### src/sv/drxfifo_pkg.sv
package drxfifo_pkg;

	// ring geometry
	localparam int DEPTH       = 1024;
	localparam int PACKET_SIZE = 64;
	localparam int PTR_W       = $clog2(DEPTH);
	localparam int MEM_DEPTH   = 2 * DEPTH;
	localparam int ADDR_W      = $clog2(MEM_DEPTH);
	localparam int THRESH      = 2 * PACKET_SIZE;

	// field widths
	localparam int OP_W   = 2;
	localparam int LEN_W  = 7;
	localparam int BYTE_W = 8;
	localparam int FLOW_W = 2;
	localparam int FREE_W = 10;
	localparam int FREE_MAX = (1 << FREE_W) - 1;

	localparam int S_TDATA_W = 16;
	localparam int S_TUSER_W = 3;
	localparam int M_TDATA_W = 24;
	localparam int CFG_IDX_W = 1;

	typedef logic [PTR_W-1:0]  ptr_t;
	typedef logic [ADDR_W-1:0] addr_t;

	// operation codes
	localparam logic [OP_W-1:0] OP_BEGIN = 2'd0;
	localparam logic [OP_W-1:0] OP_BYTE  = 2'd1;
	localparam logic [OP_W-1:0] OP_READ  = 2'd2;

	// flow control actions
	localparam logic [FLOW_W-1:0] FLOW_NONE  = 2'd0;
	localparam logic [FLOW_W-1:0] FLOW_CLOSE = 2'd1;
	localparam logic [FLOW_W-1:0] FLOW_OPEN  = 2'd2;

	// register indexes
	localparam logic [CFG_IDX_W-1:0] REG_SKIP  = 1'd0;
	localparam logic [CFG_IDX_W-1:0] REG_BLOCK = 1'd1;

	// controller -> datapath commands
	typedef struct packed {
		logic accept; // latch the incoming beat
		logic exec;   // update pointers, write / read ring
		logic load;   // build result into output register
	} cmd_t;

	// free bytes of one ring, one entry always kept empty
	function automatic ptr_t free_of(input ptr_t wp, input ptr_t rp);
		ptr_t res;
		if (rp > wp) begin
			res = rp - wp - ptr_t'(1);
		end else begin
			res = ptr_t'(DEPTH - 1) - wp + rp;
		end
		return res;
	endfunction

	function automatic ptr_t ptr_inc(input ptr_t p);
		ptr_t res;
		if (p == ptr_t'(DEPTH - 1)) begin
			res = '0;
		end else begin
			res = p + ptr_t'(1);
		end
		return res;
	endfunction

endpackage

### src/sv/drxfifo_ctrl.sv
module drxfifo_ctrl
	import drxfifo_pkg::*;
(
	input  logic clk,
	input  logic arst_n,
	input  logic s_tvalid,
	output logic s_tready,
	output logic m_tvalid,
	input  logic m_tready,
	output cmd_t cmd
);

	localparam logic [1:0] ST_IDLE = 2'd0;
	localparam logic [1:0] ST_EXEC = 2'd1;
	localparam logic [1:0] ST_LOAD = 2'd2;

	logic [1:0] state_q;
	logic       m_tvalid_q;
	logic       out_free;

	assign out_free = !m_tvalid_q || m_tready;
	assign s_tready = (state_q == ST_IDLE);
	assign m_tvalid = m_tvalid_q;

	always_comb begin
		cmd.accept = s_tvalid && s_tready;
		cmd.exec   = (state_q == ST_EXEC);
		cmd.load   = (state_q == ST_LOAD) && out_free;
	end

	always_ff @(posedge clk or negedge arst_n) begin
		if (!arst_n) begin
			state_q <= ST_IDLE;
		end else begin
			unique case (state_q)
				ST_IDLE: begin
					if (cmd.accept) state_q <= ST_EXEC;
				end
				ST_EXEC: begin
					state_q <= ST_LOAD;
				end
				ST_LOAD: begin
					if (out_free) state_q <= ST_IDLE;
				end
				default: begin
					state_q <= ST_IDLE;
				end
			endcase
		end
	end

	always_ff @(posedge clk or negedge arst_n) begin
		if (!arst_n) begin
			m_tvalid_q <= 1'b0;
		end else if (cmd.load) begin
			m_tvalid_q <= 1'b1;
		end else if (m_tready) begin
			m_tvalid_q <= 1'b0;
		end
	end

endmodule

### config.mk
export PLATFORM = sky130hd
export DESIGN_NAME = drxfifo_ctrl
export DESIGN_NICKNAME = d
export VERILOG_FILES = /design/src/sv/drxfifo_pkg.sv /design/src/sv/drxfifo_ctrl.sv
export SDC_FILE = /design/constraint.sdc
export NUM_CORES = 1
export LEC_CHECK = 0
export ABC_AREA = 0
export BUFFER_PORTS_ARGS = -buffer_cell sky130_fd_sc_hd__buf_4
export CORE_AREA = 2 2 39 41
export DETAILED_ROUTE_END_ITERATION = 10
export DIE_AREA = 0 0 41 43
export REMOVE_ABC_BUFFERS = 1
export SLEW_MARGIN = 20
export SYNTH_ARGS = -nofsm -noshare
export SYNTH_HDL_FRONTEND = slang
export SYNTH_SLANG_ARGS = --single-unit
### constraint.sdc
create_clock -name clk -period 1.1 [get_ports clk]
set_input_delay 0.275 -clock clk [delete_from_list [all_inputs] [get_ports clk]]
set_output_delay 0.275 -clock clk [all_outputs]
set_load 0.01 [all_outputs]
==> summary.txt <==
run status = finished with violations
failing checks = setup timing
gpl congestion = 0.494
top cell type's share of synthesized area = 56.6%
Die Y = 43 um
DR iter-0 viols = 1
Die ar. = 1760 sq um
period utilisation layout = 117%
Hold Crit Class = in -> reg
Distinct cells, synth = 8
DRT Pass-1 Iters = 4
Placed Area = 228 sq um
Crit Reg-Reg Startpoint = state_q[0]
MaxCap Viol Count = 0
RSZ-0062 raised after global routing = true
Remaining DRCs = 0
Arr. time, crit path = 1.01 ns
main area contributors after synthesis = dfrtp_1 (57%), and2_1 (9.4%), nand2b_1 (9.4%)
VDD IR-drop max = 0.000379 V
GRT Util Overall = 4.52%
Startpoint Class = flip-flop
IO buf count = 8
CP max stage delay = 0.40 ns
Top Family by Delay on Critical Path = flip-flops
Post-DRT Antenna Nets = 0
Leak Pwr = 0.136 nW
synth-to-layout area growth = 108%
FILL cells = 146
gr ovfl total = 0
final hold slack = 0.259 ns
Synth Area in XOR/XNOR = 0%
H-tree Lvls = 1
cells along the critical path = nor2_2 > and2_1 > buf_4
mux contribution to synthesized area = 0%
Final Slew Violations = 0
Layout Nets = 33
combinational family with the most area after synthesis = simple AND/OR/NAND/NOR gates
Mapped Area = 133 sq um
crit end category = primary output
Hold EP = state_q[0]
via/cell ratio = 3.02
Final Skew = 0.00152 ns
syn avg cell area = 11.1 sq um
first-pass GRT wire length = 427 um
share of post-route cells with drive strength above 1 = 57.1%
WP buf/inv = 1
die width = 41 um
Synth Area in Simple Gates = 37.7%
compound-cell area share of the yosys netlist = 5.66%
PD cells = 2290 nW/um^2
Initial Util = 9.58%
hold depth = 2
Achievable Freq = 778 MHz
largest net degree at the start of global routing = 4
clock root buffer master = clkbuf_4
Power Total = 0.632 mW
setup ws final = -0.185 ns
Worst Min Path Start = s_tvalid
setup TNS = -0.591 ns
total CTS buffers = 3
CTS tree = yes
via count = 133
Clock Latency Late Sink = 0.23 ns
Clock Sinks = 3
Crit-path slowest cell = dfrtp_1
worst reg2reg path depth = 3
register area share after synthesis = 56.6%
flip-flop and latch count after synthesis = 3
Hold Vio Cnt, Final = 0
wire length per cell = 6.95 um
clock slew at reported path FFs = 0.04 ns
post-layout minimum cycle time = 1.29 ns
Row Count = 14
Max-slew headroom = 91.5%
Mapped Cells = 12
biggest area consumer among synthesized cells = dfrtp_1
initial antenna violation count = 0
Setup Viol. Count Final = 4
crit path max fanout = 3
register-to-register setup slack = 0.21 ns
Yosys warning total = 0
CTS Buffer Depth = 2
Least-Margin Pin Slew = 0.128 ns
Worst EP required = 0.82 ns
core region area = 1380 sq um
Crit Reg-Reg Endpoint = state_q[1]
Ant. Diodes = 0
Post-Route WL = 306 um
Final Cell Area = 275 sq um
Crit Path Category = reg -> out
num ports = 9
Adder-Cell Fraction of Synth Area = 0%
number of global-route vias before repair = 145
-- logic make-up after synthesis --
logic type / count (synthesis)
and+or+nand+nor: 8
DFF: 3
AOI/OAI and AO/OA: 1
-- cell usage after synthesis --
master and instances:
and2_1 2, dfrtp_1 3, nand2_1 1, nand2b_1 2
nor2_2 1, nor2b_1 1, nor2b_2 1, o21bai_1 1
-- metrics by stage --
stage	std cells	utilization [%]	setup slack (ns)
2_1_floorplan	12	-	0.0692
3_3_place_gp	38	16.5	0.0458
3_5_place_dp	38	16.5	0.0476
4_1_cts	44	19.9	-0.197
5_1_grt	44	19.9	-0.256
6_report	44	19.9	-0.185
-- cell usage in the layout (no fill, tap or decap) --
| master | Yosys | final |
|---|---|---|
| buf_4 | 0 | 10 |
| nand2b_1 | 2 | 2 |
| nor2_2 | 1 | 1 |
| o21bai_1 | 1 | 1 |
| and2_1 | 2 | 2 |
| nor2b_2 | 1 | 1 |
| clkbuf_1 | 0 | 1 |
| dlygate4sd3_1 | 0 | 1 |
| clkbuf_4 | 0 | 3 |
| buf_6 | 0 | 1 |
| nor2b_1 | 1 | 1 |
| dfrtp_1 | 3 | 3 |
| nand2_1 | 1 | 1 |
-- worst max path at each step --
stage	start	to	slack, ns	cells past startpoint
2_1_floorplan	state_q[1]	cmd[2]	0.07	2
3_3_place_gp	state_q[1]	cmd[2]	0.05	3
3_5_place_dp	m_tready	cmd[0]	0.05	4
4_1_cts	state_q[0]	cmd[0]	-0.20	3
5_1_grt	state_q[1]	cmd[2]	-0.26	3
6_report	state_q[1]	cmd[2]	-0.19	3
-- metal layers --
metal  track usage, %  part of all wire [%]
met1             1.61                    30
met4             6.00                     0
met3             4.71                    13
met2             6.88                    56
met5                0                     0
-- sequential cells by signal, indices dropped and copies added (netlist names) --
name	flops
state_q	2
m_tvalid	1
-- report_power, final --
part | internal [mW] | switching, mW | total (mW)
Combinational | 0.164 | 0.105 | 0.269
Sequential | 0.146 | 0.0246 | 0.171
Clock | 0.136 | 0.0559 | 0.192
Total | 0.446 | 0.185 | 0.632
-- layout make-up --
class	count	area [sq um]	area share (%)
Clock buffer	4	26.3	9.55
Multi-Input combinational cell	9	57.6	20.9
Sequential cell	3	75.1	27.3
Tap cell	16	20.0	7.27
Timing Repair Buffer	12	96.3	35.0
-- timing repair --
item                                    in CTS  in global routing
hold buffers                                 1                  0
buffers inserted                             1                  0
endpoints found under the setup margin       4                  4
gates resized for setup                      1                  0
pin swaps                                    2                  0
cloned                                       0                  0
endpoints found under the hold margin        3                  0
No activity file was read; power rests on OpenSTA's default activity.
